### config.mk
export PLATFORM = sky130hd
export DESIGN_NAME = two_channel_lux_calculator
export DESIGN_NICKNAME = d
export VERILOG_FILES = /design/src/hw/rtl/tclc_pkg.sv /design/src/hw/rtl/tclc_div.sv /design/src/hw/rtl/two_channel_lux_calculator.sv
export SDC_FILE = /design/constraint.sdc
export NUM_CORES = 1
export LEC_CHECK = 0
export ABC_AREA = 1
export BUFFER_PORTS_ARGS = -buffer_cell sky130_fd_sc_hd__buf_4
export CORE_MARGIN = 5
export CORE_UTILIZATION = 65
export DETAILED_ROUTE_END_ITERATION = 7
export PLACE_DENSITY = 0.83
export SYNTH_ARGS = -nofsm -noshare
export SYNTH_HDL_FRONTEND = slang
export SYNTH_SLANG_ARGS = --single-unit
### constraint.sdc
create_clock -name clk -period 9.5 [get_ports clk]
set_input_delay 0.95 -clock clk [delete_from_list [all_inputs] [get_ports clk]]
set_output_delay 0.95 -clock clk [all_outputs]
set_load 0.03 [all_outputs]
### src/hw/rtl/tclc_pkg.sv
// Shared types, constants and lookup functions for the two-channel lux calculator.
// Used by tclc_div and two_channel_lux_calculator; depends on nothing else.
`default_nettype none

package tclc_pkg;

  // Field and bus widths.
  localparam int CNT_W    = 16;
  localparam int STAT_W   = 8;
  localparam int LUX_W    = 26;
  localparam int IN_W     = 40;
  localparam int OUT_W    = 32;
  localparam int CODE_W   = 3;
  localparam int CFG_IDX_W = 2;
  localparam int CFG_DAT_W = 8;
  localparam int WSUM_W   = 32;
  localparam int DSR_W    = 16;
  localparam int MUL_A_W  = 17;
  localparam int MUL_B_W  = 16;
  localparam int PROD_W   = MUL_A_W + MUL_B_W;
  localparam int STEP_W   = 3;

  // Configuration register indexes.
  localparam logic [CFG_IDX_W-1:0] REG_ITIME = 2'd0;
  localparam logic [CFG_IDX_W-1:0] REG_RANGE = 2'd1;

  // Reset values of the configuration registers.
  localparam logic [CODE_W-1:0] ITIME_RST = 3'd3;
  localparam logic [CODE_W-1:0] RANGE_RST = 3'd3;

  // Status byte bit positions.
  localparam int ST_INVALID = 7;
  localparam int ST_NEW     = 2;
  localparam int ST_GAIN_LO = 4;

  // Ratio thresholds and band weights.
  localparam logic [MUL_B_W-1:0] RATIO_SCALE = 16'd1000;
  localparam logic [MUL_B_W-1:0] THR_BAND0   = 16'd450;
  localparam logic [MUL_B_W-1:0] THR_BAND1   = 16'd640;
  localparam logic [MUL_B_W-1:0] THR_BAND2   = 16'd850;
  localparam logic [MUL_B_W-1:0] K0_BAND0    = 16'd17743;
  localparam logic [MUL_B_W-1:0] K1_BAND0    = 16'd11059;
  localparam logic [MUL_B_W-1:0] K0_BAND1    = 16'd42785;
  localparam logic [MUL_B_W-1:0] K1_BAND1    = 16'd19548;
  localparam logic [MUL_B_W-1:0] K0_BAND2    = 16'd5926;
  localparam logic [MUL_B_W-1:0] K1_BAND2    = 16'd1185;

  // Sequencer states.
  typedef enum logic [1:0] {
    ST_IDLE,
    ST_MUL,
    ST_DIV,
    ST_OUT
  } state_t;

  // Analog gain from the status gain code; unused codes act as gain 1.
  function automatic logic [MUL_A_W-1:0] gain_of(input logic [CODE_W-1:0] code);
    logic [MUL_A_W-1:0] g;
    case (code)
      3'd1:    g = 17'd2;
      3'd2:    g = 17'd4;
      3'd3:    g = 17'd8;
      3'd6:    g = 17'd48;
      3'd7:    g = 17'd96;
      default: g = 17'd1;
    endcase
    return g;
  endfunction

  // Integration scaling times 100: 50 * (code + 1).
  function automatic logic [MUL_B_W-1:0] itime_scale(input logic [CODE_W-1:0] code);
    return MUL_B_W'(50 * (int'(code) + 1));
  endfunction

  // Clamp cap in hundredths of a lux for each range; ranges 6 and 7 have none.
  function automatic logic [LUX_W-1:0] cap_of(input logic [CODE_W-1:0] sel);
    logic [LUX_W-1:0] c;
    case (sel)
      3'd0:    c = 26'd6400000;
      3'd1:    c = 26'd3200000;
      3'd2:    c = 26'd1600000;
      3'd3:    c = 26'd800000;
      3'd4:    c = 26'd130000;
      3'd5:    c = 26'd60000;
      default: c = '1;
    endcase
    return c;
  endfunction

endpackage

`default_nettype wire

### src/hw/rtl/tclc_div.sv
// Restoring divider that retires one quotient bit per cycle.
// Depends on tclc_pkg for widths.
`default_nettype none

module tclc_div (
  input  wire logic                         clk,
  input  wire logic                         rst,
  input  wire logic                         start,
  input  wire logic [tclc_pkg::WSUM_W-1:0]  dividend,
  input  wire logic [tclc_pkg::DSR_W-1:0]   divisor,
  output logic                              done,
  output logic [tclc_pkg::WSUM_W-1:0]       quotient
);
  import tclc_pkg::*;

  localparam int CNT_BITS = $clog2(WSUM_W);

  logic                  busy;
  logic [CNT_BITS-1:0]   cnt;
  logic [DSR_W-1:0]      rem;
  logic [DSR_W-1:0]      dsr;
  logic [WSUM_W-1:0]     dvd;
  logic [DSR_W:0]        trial;
  logic [DSR_W:0]        diff;
  logic                  fits;

  // One restoring step: shift in the next dividend bit and try to subtract.
  assign trial = {rem, dvd[WSUM_W-1]};
  assign diff  = trial - {1'b0, dsr};
  assign fits  = trial >= {1'b0, dsr};

  // Control: busy flag, bit counter and completion pulse.
  always_ff @(posedge clk) begin
    if (rst) begin
      busy <= 1'b0;
      cnt  <= '0;
      done <= 1'b0;
    end else begin
      done <= 1'b0;
      if (start) begin
        busy <= 1'b1;
        cnt  <= '0;
      end else if (busy) begin
        cnt <= cnt + 1'b1;
        if (cnt == CNT_BITS'(WSUM_W - 1)) begin
          busy <= 1'b0;
          done <= 1'b1;
        end
      end
    end
  end

  // Datapath: partial remainder and the shifting dividend/quotient word.
  always_ff @(posedge clk) begin
    if (start) begin
      rem <= '0;
      dsr <= divisor;
      dvd <= dividend;
    end else if (busy) begin
      rem <= fits ? diff[DSR_W-1:0] : trial[DSR_W-1:0];
      dvd <= {dvd[WSUM_W-2:0], fits};
    end
  end

  assign quotient = dvd;

endmodule

`default_nettype wire

### src/hw/rtl/two_channel_lux_calculator.sv
// Top level of the two-channel lux calculator: sequencer, shared multiplier,
// configuration registers and output register. Depends on tclc_pkg and tclc_div.
//
//  Channel | Signals                               | Word
//  --------+---------------------------------------+----------------------------------
//  in      | s_axis_tvalid/tready/tdata[39:0]      | channel0, channel1, status byte
//  out     | m_axis_tvalid/tready/tdata[31:0]      | lux_hundredths, zero padded
//  cfg     | cfg_valid/ready, cfg_index, cfg_data  | register index and value
//
// A readout that produces a result is accepted in the idle state, takes eight steps on the
// shared 17x16 multiplier (ratio test, divisor, weighted sum), waits in the divide state
// for the 32 bit steps of the bit-serial divider and its done pulse, then loads the
// output register. Readouts without the new-data bit, or the one dropped after a
// configuration write, are accepted in the idle state and produce no result.
// Reset is synchronous and needs no clearing pass. The output register holds a result
// while the sink stalls; a new readout is taken meanwhile, and its result waits until
// the register is free.
`default_nettype none

module two_channel_lux_calculator (
  input  wire logic                            clk,
  input  wire logic                            rst,
  // channel0_count [15:0], channel1_count [31:16], status_byte [39:32]
  input  wire logic [tclc_pkg::IN_W-1:0]       s_axis_tdata,
  input  wire logic                            s_axis_tvalid,
  output logic                                 s_axis_tready,
  // lux_hundredths [25:0], zeros above
  output logic [tclc_pkg::OUT_W-1:0]           m_axis_tdata,
  output logic                                 m_axis_tvalid,
  input  wire logic                            m_axis_tready,
  input  wire logic                            cfg_valid,
  output logic                                 cfg_ready,
  input  wire logic [tclc_pkg::CFG_IDX_W-1:0]  cfg_index,
  input  wire logic [tclc_pkg::CFG_DAT_W-1:0]  cfg_data
);
  import tclc_pkg::*;

  localparam logic [STEP_W-1:0] LAST_STEP = '1;

  state_t                state, state_next;
  logic [STEP_W-1:0]     step;
  logic [CODE_W-1:0]     itime;
  logic [CODE_W-1:0]     range_sel;
  logic                  discard_pending;
  logic [CNT_W-1:0]      ch0;
  logic [CNT_W-1:0]      ch1;
  logic [STAT_W-1:0]     status;
  logic [PROD_W-1:0]     prod;
  logic [PROD_W-1:0]     scaled_ch1;
  logic                  lt_band0, lt_band1, lt_band2;
  logic [DSR_W-1:0]      divisor;
  logic [WSUM_W-1:0]     wsum, wsum_next;
  logic [LUX_W-1:0]      lux;
  logic [LUX_W-1:0]      lux_next;
  logic                  out_valid;
  logic [MUL_A_W-1:0]    mul_a;
  logic [MUL_B_W-1:0]    mul_b;
  logic                  in_accept, cfg_accept, take_item, out_free, load_out, div_start;
  logic                  div_done;
  logic [WSUM_W-1:0]     quotient;
  logic [LUX_W-1:0]      cap;
  logic [MUL_B_W-1:0]    k0, k1;

  assign in_accept  = s_axis_tvalid && s_axis_tready;
  assign cfg_accept = cfg_valid && cfg_ready;
  assign take_item  = in_accept && s_axis_tdata[CNT_W*2 + ST_NEW] && !discard_pending;
  assign out_free   = !out_valid || m_axis_tready;

  // Next-state logic of the sequencer.
  always_comb begin
    state_next = state;
    unique case (state)
      ST_IDLE: if (take_item) state_next = ST_MUL;
      ST_MUL:  if (step == LAST_STEP) state_next = ST_DIV;
      ST_DIV:  if (div_done) state_next = ST_OUT;
      ST_OUT:  if (out_free) state_next = ST_IDLE;
      default: state_next = ST_IDLE;
    endcase
  end

  // Sequencer outputs.
  always_comb begin
    s_axis_tready = 1'b0;
    load_out      = 1'b0;
    div_start     = 1'b0;
    unique case (state)
      ST_IDLE: s_axis_tready = 1'b1;
      ST_MUL:  div_start     = (step == LAST_STEP);
      ST_DIV:  ;
      ST_OUT:  load_out      = out_free;
      default: ;
    endcase
  end

  always_ff @(posedge clk) begin
    if (rst) begin
      state <= ST_IDLE;
      step  <= '0;
    end else begin
      state <= state_next;
      if (state == ST_MUL) step <= step + 1'b1;
      else                 step <= '0;
    end
  end

  // Configuration registers and the drop flag for the first readout after a write.
  assign cfg_ready = 1'b1;

  always_ff @(posedge clk) begin
    if (rst) begin
      itime           <= ITIME_RST;
      range_sel       <= RANGE_RST;
      discard_pending <= 1'b0;
    end else if (cfg_accept && (cfg_index == REG_ITIME)) begin
      itime           <= cfg_data[CODE_W-1:0];
      discard_pending <= 1'b1;
    end else if (cfg_accept && (cfg_index == REG_RANGE)) begin
      range_sel       <= cfg_data[CODE_W-1:0];
      discard_pending <= 1'b1;
    end else if (in_accept && s_axis_tdata[CNT_W*2 + ST_NEW]) begin
      discard_pending <= 1'b0;
    end
  end

  // Capture the readout fields.
  always_ff @(posedge clk) begin
    if (take_item) begin
      ch0    <= s_axis_tdata[CNT_W-1:0];
      ch1    <= s_axis_tdata[2*CNT_W-1:CNT_W];
      status <= s_axis_tdata[IN_W-1:2*CNT_W];
    end
  end

  // Band weights follow the ratio compares.
  always_comb begin
    if (lt_band0) begin
      k0 = K0_BAND0;
      k1 = K1_BAND0;
    end else if (lt_band1) begin
      k0 = K0_BAND1;
      k1 = K1_BAND1;
    end else if (lt_band2) begin
      k0 = K0_BAND2;
      k1 = K1_BAND2;
    end else begin
      k0 = '0;
      k1 = '0;
    end
  end

  // Operand selection for the shared multiplier, one product per step.
  always_comb begin
    case (step)
      3'd0: begin mul_a = {1'b0, ch1};             mul_b = RATIO_SCALE; end
      3'd1: begin mul_a = {1'b0, ch0} + {1'b0, ch1}; mul_b = THR_BAND0; end
      3'd2: begin mul_a = {1'b0, ch0} + {1'b0, ch1}; mul_b = THR_BAND1; end
      3'd3: begin mul_a = {1'b0, ch0} + {1'b0, ch1}; mul_b = THR_BAND2; end
      3'd4: begin
        mul_a = gain_of(status[ST_GAIN_LO +: CODE_W]);
        mul_b = itime_scale(itime);
      end
      3'd5:    begin mul_a = {1'b0, ch0}; mul_b = k0; end
      3'd6:    begin mul_a = {1'b0, ch1}; mul_b = k1; end
      default: begin mul_a = '0;          mul_b = '0; end
    endcase
  end

  // Band one subtracts the infrared term; the other bands add it.
  always_comb begin
    if (!lt_band0 && lt_band1) wsum_next = wsum - prod[WSUM_W-1:0];
    else                       wsum_next = wsum + prod[WSUM_W-1:0];
  end

  // Each step consumes the product registered in the step before.
  always_ff @(posedge clk) begin
    if (state == ST_MUL) begin
      prod <= PROD_W'(mul_a) * PROD_W'(mul_b);
      case (step)
        3'd1:    scaled_ch1 <= prod;
        3'd2:    lt_band0   <= scaled_ch1 < prod;
        3'd3:    lt_band1   <= scaled_ch1 < prod;
        3'd4:    lt_band2   <= scaled_ch1 < prod;
        3'd5:    divisor    <= prod[DSR_W-1:0];
        3'd6:    wsum       <= prod[WSUM_W-1:0];
        default: ;
      endcase
    end
  end

  tclc_div u_div (
    .clk      (clk),
    .rst      (rst),
    .start    (div_start),
    .dividend (wsum_next),
    .divisor  (divisor),
    .done     (div_done),
    .quotient (quotient)
  );

  // Clamp to the range cap when the sensor flags the data invalid.
  assign cap = cap_of(range_sel);

  always_comb begin
    lux_next = quotient[LUX_W-1:0];
    if (status[ST_INVALID] && (range_sel <= 3'd5) && (quotient < WSUM_W'(cap)))
      lux_next = quotient[LUX_W-1:0];
    else if (status[ST_INVALID] && (range_sel <= 3'd5))
      lux_next = cap;
  end

  // Output register.
  always_ff @(posedge clk) begin
    if (rst) begin
      out_valid <= 1'b0;
    end else if (load_out) begin
      out_valid <= 1'b1;
    end else if (m_axis_tready) begin
      out_valid <= 1'b0;
    end
  end

  always_ff @(posedge clk) begin
    if (load_out) lux <= lux_next;
  end

  assign m_axis_tvalid = out_valid;
  assign m_axis_tdata  = {{(OUT_W - LUX_W){1'b0}}, lux};

  // The divider only finishes while the sequencer waits for it.
  a_done_in_div : assert property (@(posedge clk) disable iff (rst)
    div_done |-> (state == ST_DIV))
    else $error("divider finished outside the divide state");

  // The last multiplier step always hands over to the divider.
  a_mul_to_div : assert property (@(posedge clk) disable iff (rst)
    ((state == ST_MUL) && (step == LAST_STEP)) |=> (state == ST_DIV))
    else $error("multiply sequence did not start the divide");

  // A result is never loaded over one that the sink has not taken.
  a_no_overwrite : assert property (@(posedge clk) disable iff (rst)
    load_out |-> (!m_axis_tvalid || m_axis_tready))
    else $error("output register overwritten while stalled");

  // A register write always arms the drop of the next readout.
  a_cfg_arms_drop : assert property (@(posedge clk) disable iff (rst)
    (cfg_accept && ((cfg_index == REG_ITIME) || (cfg_index == REG_RANGE)))
      |=> discard_pending)
    else $error("configuration write did not arm the drop flag");

endmodule

`default_nettype wire
Yosys cells after proc, flatten, opt, wreduce, memory -nomap -nowiden
Cells that the tools add are included.
{"block": "op_classes", "addsub": 7, "multipliers": 2, "order_cmp": 4, "n_eq_ne": 26, "muxes": 33, "bitwise_logic": 3, "reduce_logical": 32}
{"cell": "$pmux 26 s6", "n": 1}
{"cell": "$pmux 16 s7", "n": 1}
{"cell": "$mux 32", "n": 3}
{"cell": "$pmux 17 s4", "n": 1}
{"cell": "$mux 26", "n": 2}
{"cell": "$mux 16", "n": 3}
{"cell": "$pmux 7 s5", "n": 1}
{"cell": "$lt 33x33->1", "n": 1}
{"cell": "$mul 17x16->33", "n": 1}
{"cell": "$add 32x32->32", "n": 1}
{"cell": "$lt 32x26->1", "n": 1}
{"cell": "$sub 32x32->32", "n": 1}
{"cell": "$mux 15", "n": 2}
{"cell": "$eq 3x3->1 const B", "n": 8}
{"cell": "$eq 3x2->1 const B", "n": 6}
{"cell": "$add 16x16->17", "n": 1}
{"cell": "$ge 17x16->1", "n": 1}
{"cell": "$sub 16x16->16", "n": 1}
{"cell": "$reduce_and 2->1", "n": 7}
{"cell": "$mux 13", "n": 1}
{"cell": "$mux 1", "n": 12}
{"cell": "$mux 11", "n": 1}
{"cell": "$eq 3x1->1 const B", "n": 3}
{"cell": "$mul 5x4->9 const A", "n": 1}
{"cell": "22 further kinds", "n": 46}
{"block": "word_totals", "regBits": 267, "output_inout_bits": 35}

Logic depth before layout (Yosys ltp)
Gate-level depths: netlist of run 1.
{"block": "depth", "ltp_word": 7, "depth_mapped": 37}

Modules after synthesis
From an unflattened synthesis of run 1, not the netlist that was laid out.
{"block": "unflattened", "cells_unflattened": 3193, "hier_area_um2": 26100.0}
{"mod": "two_channel_lux_calculator", "instances": 1, "cells_each": 2683, "area_per_inst_um2": 21986.1, "seq_area_each_um2": 5635.4}
{"mod": "tclc_div", "instances": 1, "cells_each": 510, "area_per_inst_um2": 4113.9, "seq_area_each_um2": 1901.8}

Worst setup path after synthesis of run 1
No wires, ideal clock.
{"block": "synth_timing", "kind": "reg-to-reg", "start": "reg itime[0]", "end": "reg prod[21], data pin", "setup_time_ps": 259, "arrival_ps": 6700, "required_time_ps": 9241, "path_slack_ps": 2542, "stages_incl_launch_ff": 31, "path_buffers": 1, "synth_period_minus_slack_ps": 6958, "cell_sequence": "dfxtp_1 ha_1 xnor2_1 inv_1 ha_1 fa_1 a21oi_1 nor2_1 o21a_2 inv_2 buf_6 nand2_1 fa_1 inv_1 fa_1 inv_1 fa_1 inv_1 fa_1 fa_1 inv_1 fa_1 inv_1 ha_1 nand2_1 nand2_1 a31oi_1 o21bai_1 a21oi_1 nand2_1 xor2_1"}
{"block": "synth_via", "elab_chain_len": 4}
{"item": "start, declared", "line": "two_channel_lux_calculator.sv:42", "rtl": "logic [CODE_W-1:0] itime;"}
{"item": "start signal, assigned", "line": "two_channel_lux_calculator.sv:115", "rtl": "itime <= cfg_data[CODE_W-1:0];"}
{"item": "$add 3x1->4", "line": "tclc_pkg.sv:72", "rtl": "return MUL_B_W'(50 * (int'(code) + 1));"}
{"item": "$mul 5x4->9", "line": "tclc_pkg.sv:72"}
{"item": "$pmux 16 s7", "line": "two_channel_lux_calculator.sv:153", "rtl": "case (step)"}
{"item": "$mul 17x16->33", "line": "two_channel_lux_calculator.sv:177", "rtl": "prod <= PROD_W'(mul_a) * PROD_W'(mul_b);"}
{"item": "end signal, assigned", "line": "two_channel_lux_calculator.sv:177"}
{"item": "end, declared", "line": "two_channel_lux_calculator.sv:48", "rtl": "logic [PROD_W-1:0] prod;"}
Every way passes these cells.
A chain may end at the register's enable or synchronous reset.

Worst setup path in the final report of run 1
{"block": "layout_timing", "start": "reg itime[0]", "end": "reg prod[32], data pin"}
The elaborated chain is that of the path after synthesis.

==> run_results.csv, run 1 <==
group,metric,value,unit
die,start_util,0.654,
cts,cts_tree,"built",
synth,synth_ff_type,"edfxtp_1",
die,die_w,209,um
sta,setup_viol,0,
flow_run,max_cap_viol_count,0,
worst_setup_path,rrSetupSlack,1.50,ns
placement,routabilityCongestion,0.959,
worst_hold_path,hold_path.class,"flop to flop",
synth,synth_seq_cells,263,
cts,cts_buffers,30,
sta,max_freq,125,MHz
grt,grt_max_degree,44,
cts,htreeDepth,1,
cts,cts_hold_buffers,0,
worst_setup_path,slowest_delay,0.64,ns
route,drtIter0Drc,2046,
outcome,status,"finished, final reports clean",
die,num_rows,73,
grt,grt_overflow,0,
synth,syn_avg_cell_area,8.21,um2
placement,dp_hpwl,54700,um
final_layout,syn_to_final_growth,7.86,%
worst_setup_path,path_depth,26,
sta,fin_crit_sh,0.842,
synth,ys_warn_count,0,
worst_setup_path,path_buf_inv,4,
route,ant_nets,0,
worst_setup_path,critPathLaunchType,"flop",
die,die_y,209,um
cts,cts.sinks,263,
route,via_count,21900,
worst_setup_path,cp-end-kind,"flop",
sta,tns,0,ns
sta,relSlewSlack,0.104,
route,drt_first_pass_iters,8,
die,ios,90,
cts,cts_setup_buffers,0,
cts,post_cts_resized,0,
final_layout,nets,3741,
grt,grt_pass1_wl,113000,um
die,fp.dieArea,43900,um2
route,wl_per_cell,18.3,um
route,via_per_inst,5.81,
route,route.detailed.drc,0,
final_layout,drive_above_1_share,0.0638,
synth,syn-cell-area,25900,um2
worst_setup_path,critical_path_class,"flop to flop",
sta,period_needed,8.00,ns
worst_setup_path,cp_slowest_cell,"nand3_1",
synth,synth_edf_count,227,
cts,clkSlewWorstSetupHoldPaths,0.06,ns
route,routed_wl,69100,um
cts,clockBufferDepth,3,
sta,fin_skew,0.0203,ns
worst_setup_path,crit_start,"itime[0]",
worst_setup_path,worstReg2RegEnd,"prod[32]",
worst_setup_path,critPathTopFamily,"adder cells",
placement,port_buffers,74,
synth,async_reset_ff_frac,0,
grt,antenna_found_initial,1,
worst_setup_path,worst-path-max-fanout,15,
worst_hold_path,min_from,"divisor[6]",
sta,finalMaxSlewViolations,0,
synth,syn_inst,3150,
worst_setup_path,r2r_cells,26,
worst_setup_path,endpoint,"prod[32]",
synth,synth_cell_type_count,61,
final_layout,final_cell_mix,"777 x nand2_1, 544 x inv_1, 258 x nor2_1",
cts,cts-root-buf,"clkbuf_16",
sta,rsz0062_at_grt,"no",
final_layout,final_common_cell,"nand2_1",
grt,groute.usage.overall,0.316,
worst_setup_path,critical_path_arrival,8.31,ns
worst_setup_path,crit_top_cell,"fa_1",
worst_setup_path,cp_data_required_time,9.81,ns
final_layout,nFillCells,3138,
grt,grt_pass1_vias,21900,
die,core-area,39500,um2
cts,clkLatencyLatePin,0.58,ns
sta,finalHoldViolCount,0,
sta,worst_slew_pin_slew,1.34,ns
final_layout,antenna_cells_inserted,0,
worst_setup_path,rr_startpoint,"itime[0]",
synth,yosysSeqAreaShare,0.291,
flip-flops by register name, summed over array words and instances, names as in the netlist, 16 cells and up:
signal,count
prod,33
scaled_ch1,33
wsum,32
u_div.rem,16
u_div.dsr,16
ch0,16
ch1,16
lux,26
u_div.quotient,32
divisor,16
area by class of cell:
| type | instances | area, um2 | area share |
|---|---|---|---|
| sequential | 263 | 7540 | 0.270 |
| inverter | 559 | 2100 | 0.0754 |
| timing repair buffer | 88 | 661 | 0.0237 |
| clock inverter | 23 | 230 | 0.00825 |
| multi-input combinational | 2281 | 15900 | 0.571 |
| clock buffer | 33 | 783 | 0.0281 |
| tap | 525 | 657 | 0.0235 |
through the flow:
stage / setup slack [ns] / cells / utilization / cell area [um2] / hold slack [ns]
after floorplan: 2.54 / 3164 / - / 25900 / 0.400
after global placement: 1.75 / 3716 / 0.680 / 26900 / 0.404
after detailed placement: 1.64 / 3716 / 0.680 / 26900 / 0.405
after CTS: 1.57 / 3772 / 0.705 / 27900 / 0.417
after global routing: 1.09 / 3772 / 0.705 / 27900 / 0.423
final: 1.50 / 3772 / 0.705 / 27900 / 0.414
per-layer routing:
| metal | wire length (um) | track usage | up-vias |
|---|---|---|---|
| li1 | - | - | 10300 |
| met2 | 33100 | 0.532 | 951 |
| met5 | 13 | 0 | - |
| met1 | 28100 | 0.426 | 10500 |
| met3 | 5220 | 0.0378 | 183 |
| met4 | 2650 | 0.113 | 2 |
Yosys cell counts, types with 9 or more instances:
cell type	n	area, um2
clkbuf_1	20	75.1
o21bai_1	9	67.6
inv_2	10	37.5
buf_2	19	95.1
nand3_1	159	796
fa_1	212	4240
dfxtp_1	36	721
nand3b_1	12	90.1
a21oi_1	197	986
ha_1	251	3140
xor2_1	50	438
o21ai_0	132	661
nand2_1	777	2920
nor3_1	31	155
xnor2_1	23	201
inv_1	544	2040
buf_4	14	105
nand4_1	48	300
edfxtp_1	227	6820
nor2_1	262	983
nand2_2	10	62.6
logic make-up after synthesis:
| kind of cell | synth area share |
|---|---|
| AND/OR/NAND/NOR | 0.217 |
| buffers and inverters | 0.0954 |
| adder cells (fa/ha/maj) | 0.286 |
| AO/OA/AOI/OAI | 0.0859 |
| flip-flops | 0.291 |
| XOR/XNOR | 0.0247 |
| other | 0.000290 |
worst min-delay path by stage:
stage	cells after the start	slack, ns	endpoint
after floorplan	0	0.40	u_div.dsr[0]
final	0	0.41	u_div.dsr[6]
after detailed placement	0	0.40	u_div.dsr[1]
after CTS	0	0.42	u_div.dsr[6]
after global routing	0	0.42	u_div.dsr[6]
after global placement	0	0.40	u_div.dsr[0]
Power of run 1 is left out: the tool's default activity adds up to more than one toggle a clock period on the data nets, which glitch-free logic cannot reach.
==> run 2: changes to the inputs <==
==> constraint.sdc (replaced) <==
create_clock -name clk -period 7.51 [get_ports clk]
set_input_delay 0.751 -clock clk [delete_from_list [all_inputs] [get_ports clk]]
set_output_delay 0.751 -clock clk [all_outputs]
set_load 0.03 [all_outputs]
==> run 2 against run 1 <==
Net effect: sequential cell count stayed put; first-iteration DRC count rose by 3.1%; critical path type unchanged; clock skew decreased by 0.0038 ns; wire length up 1.2%; via count grew 1.6%; non-clock buffer count increased by 57.
==> run_results.csv, run 2 (synthesized netlist as in run 1, its figures left out) <==
group,metric,value,unit
grt,grt_pass1_vias,22500,
grt,use_met2,0.538,
worst_hold_path,hold_depth,1,
grt,antenna_found_initial,0,
die,ios,90,
route,drtIter0Drc,2109,
worst_setup_path,endpoint,"prod[30]",
worst_setup_path,r2r_cells,31,
final_layout,final_common_cell,"nand2_1",
die,start_util,0.654,
worst_setup_path,rrSetupSlack,0.23,ns
worst_setup_path,worst-path-max-fanout,14,
route,drt_first_pass_iters,6,
flow_run,max_cap_viol_count,0,
final_layout,syn_to_final_growth,10.2,%
worst_setup_path,crit_start,"itime[0]",
outcome,status,"finished, final reports clean",
placement,dpl-instance-area,27300,um2
worst_setup_path,crit_top_cell,"nand2_1",
route,route.detailed.drc,0,
cts,htreeDepth,1,
sta,finalHoldViolCount,0,
cts,cts_tree,"built",
placement,dp_hpwl,55700,um
cts,cts-root-buf,"clkbuf_16",
grt,grt_overflow,0,
cts,cts_buffers,30,
final_layout,design_area,28500,um2
grt,use_met3,0.0457,
placement,port_buffers,74,
route,routed_wl,69900,um
worst_hold_path,hold_path.class,"input port to flop",
cts,clkSlewWorstSetupHoldPaths,0.07,ns
sta,finalMaxSlewViolations,0,
route,via_per_inst,5.81,
die,die_y,209,um
worst_setup_path,critical_path_class,"flop to flop",
grt,grt_pass1_wl,114000,um
worst_setup_path,cp_data_required_time,7.83,ns
worst_setup_path,cp_slowest_cell,"fa_2",
sta,rsz0062_at_grt,"yes",
sta,period_needed,7.28,ns
sta,worst_slew_pin_slew,1.21,ns
sta,fin_crit_sh,0.970,
worst_setup_path,worstReg2RegEnd,"prod[30]",
grt,grt_max_degree,44,
die,die_w,209,um
worst_setup_path,rr_startpoint,"itime[0]",
worst_hold_path,min_from,"s_axis_tdata[10]",
final_layout,final_cell_mix,"769 x nand2_1, 544 x inv_1, 252 x nor2_1",
cts,cts_hold_buffers,0,
final_layout,final_core_util,0.721,
placement,routabilityCongestion,0.946,
route,wl_per_cell,18.3,um
worst_setup_path,critical_path_arrival,7.60,ns
final_layout,reg_top3,"prod (33), scaled_ch1 (33)",
worst_setup_path,slowest_delay,0.59,ns
sta,tns,0,ns
die,num_rows,73,
grt,grt-busiest-layer,"met2",
cts,clockBufferDepth,3,
cts,cts.sinks,263,
worst_setup_path,cp-end-kind,"flop",
final_layout,nets,3798,
cts,clkLatencyLatePin,0.57,ns
sta,setup_viol,0,
route,via_count,22200,
route,ant_nets,0,
die,core-area,39500,um2
sta,max_freq,137,MHz
die,fp.dieArea,43900,um2
sta,relSlewSlack,0.192,
grt,groute.usage.overall,0.320,
sta,fin_skew,0.0165,ns
grt,grtUsageMet1,0.419,
worst_setup_path,critPathLaunchType,"flop",
final_layout,drive_above_1_share,0.0915,
final_layout,antenna_cells_inserted,0,
sta,fin_hold_ws,0.354,ns
run 2: changes by cell type in the layout (fill, tap and decap cells not counted), sizes merged:
cell,previous run,this run
clkbuf,33,38
buf,88,145
inv,562,556
bufinv,3,2
run 2: worst min-delay path by stage:
| stage | slack, ns | endpoint |
|---|---|---|
| after global routing | 0.33 | ch1[3] |
| after detailed placement | 0.40 | u_div.dsr[11] |
| final | 0.35 | ch0[10] |
| after global placement | 0.40 | u_div.dsr[2] |
| after floorplan | 0.40 | u_div.dsr[0] |
| after CTS | 0.33 | status[7] |
run 2: metal layers:
metal / routed length, um / share of wire
met1: 27200 / 0.39
met2: 33400 / 0.48
met5: 0 / 0
met3: 5880 / 0.084
met4: 3480 / 0.050
run 2: metrics by stage:
stage,cells,setup slack [ns]
after global routing,3827,-0.0165
final,3827,0.226
after CTS,3824,0.0308
after detailed placement,3770,0.0113
after floorplan,3164,0.552
after global placement,3770,0.140
run 2: area by class of cell:
| class | instances | area [um2] |
|---|---|---|
| multi-input combinational | 2281 | 16100 |
| fill | 3107 | 11000 |
| sequential | 263 | 7540 |
| inverter | 559 | 2110 |
| timing repair buffer | 145 | 1110 |
| clock buffer | 38 | 812 |
| tap | 525 | 657 |
| clock inverter | 16 | 135 |
run 2: critical path: cells and delay by family, from the launching register on:
kind	cells	cell delay [ns]
XOR/XNOR	1	0.16
AND/OR/NAND/NOR	11	1.23
adder cells (fa/ha/maj)	10	4.44
buffers and inverters	7	0.61
flip-flops	1	0.35
AO/OA/AOI/OAI	2	0.26
run 2: timing repair:
item,CTS,global route
endpoints found under the setup margin,8,21
resized for setup,5,55
endpoints found under the hold margin,0,0
pin swaps,0,8
buffers inserted,0,3
Power of run 2 is left out for the same reason.
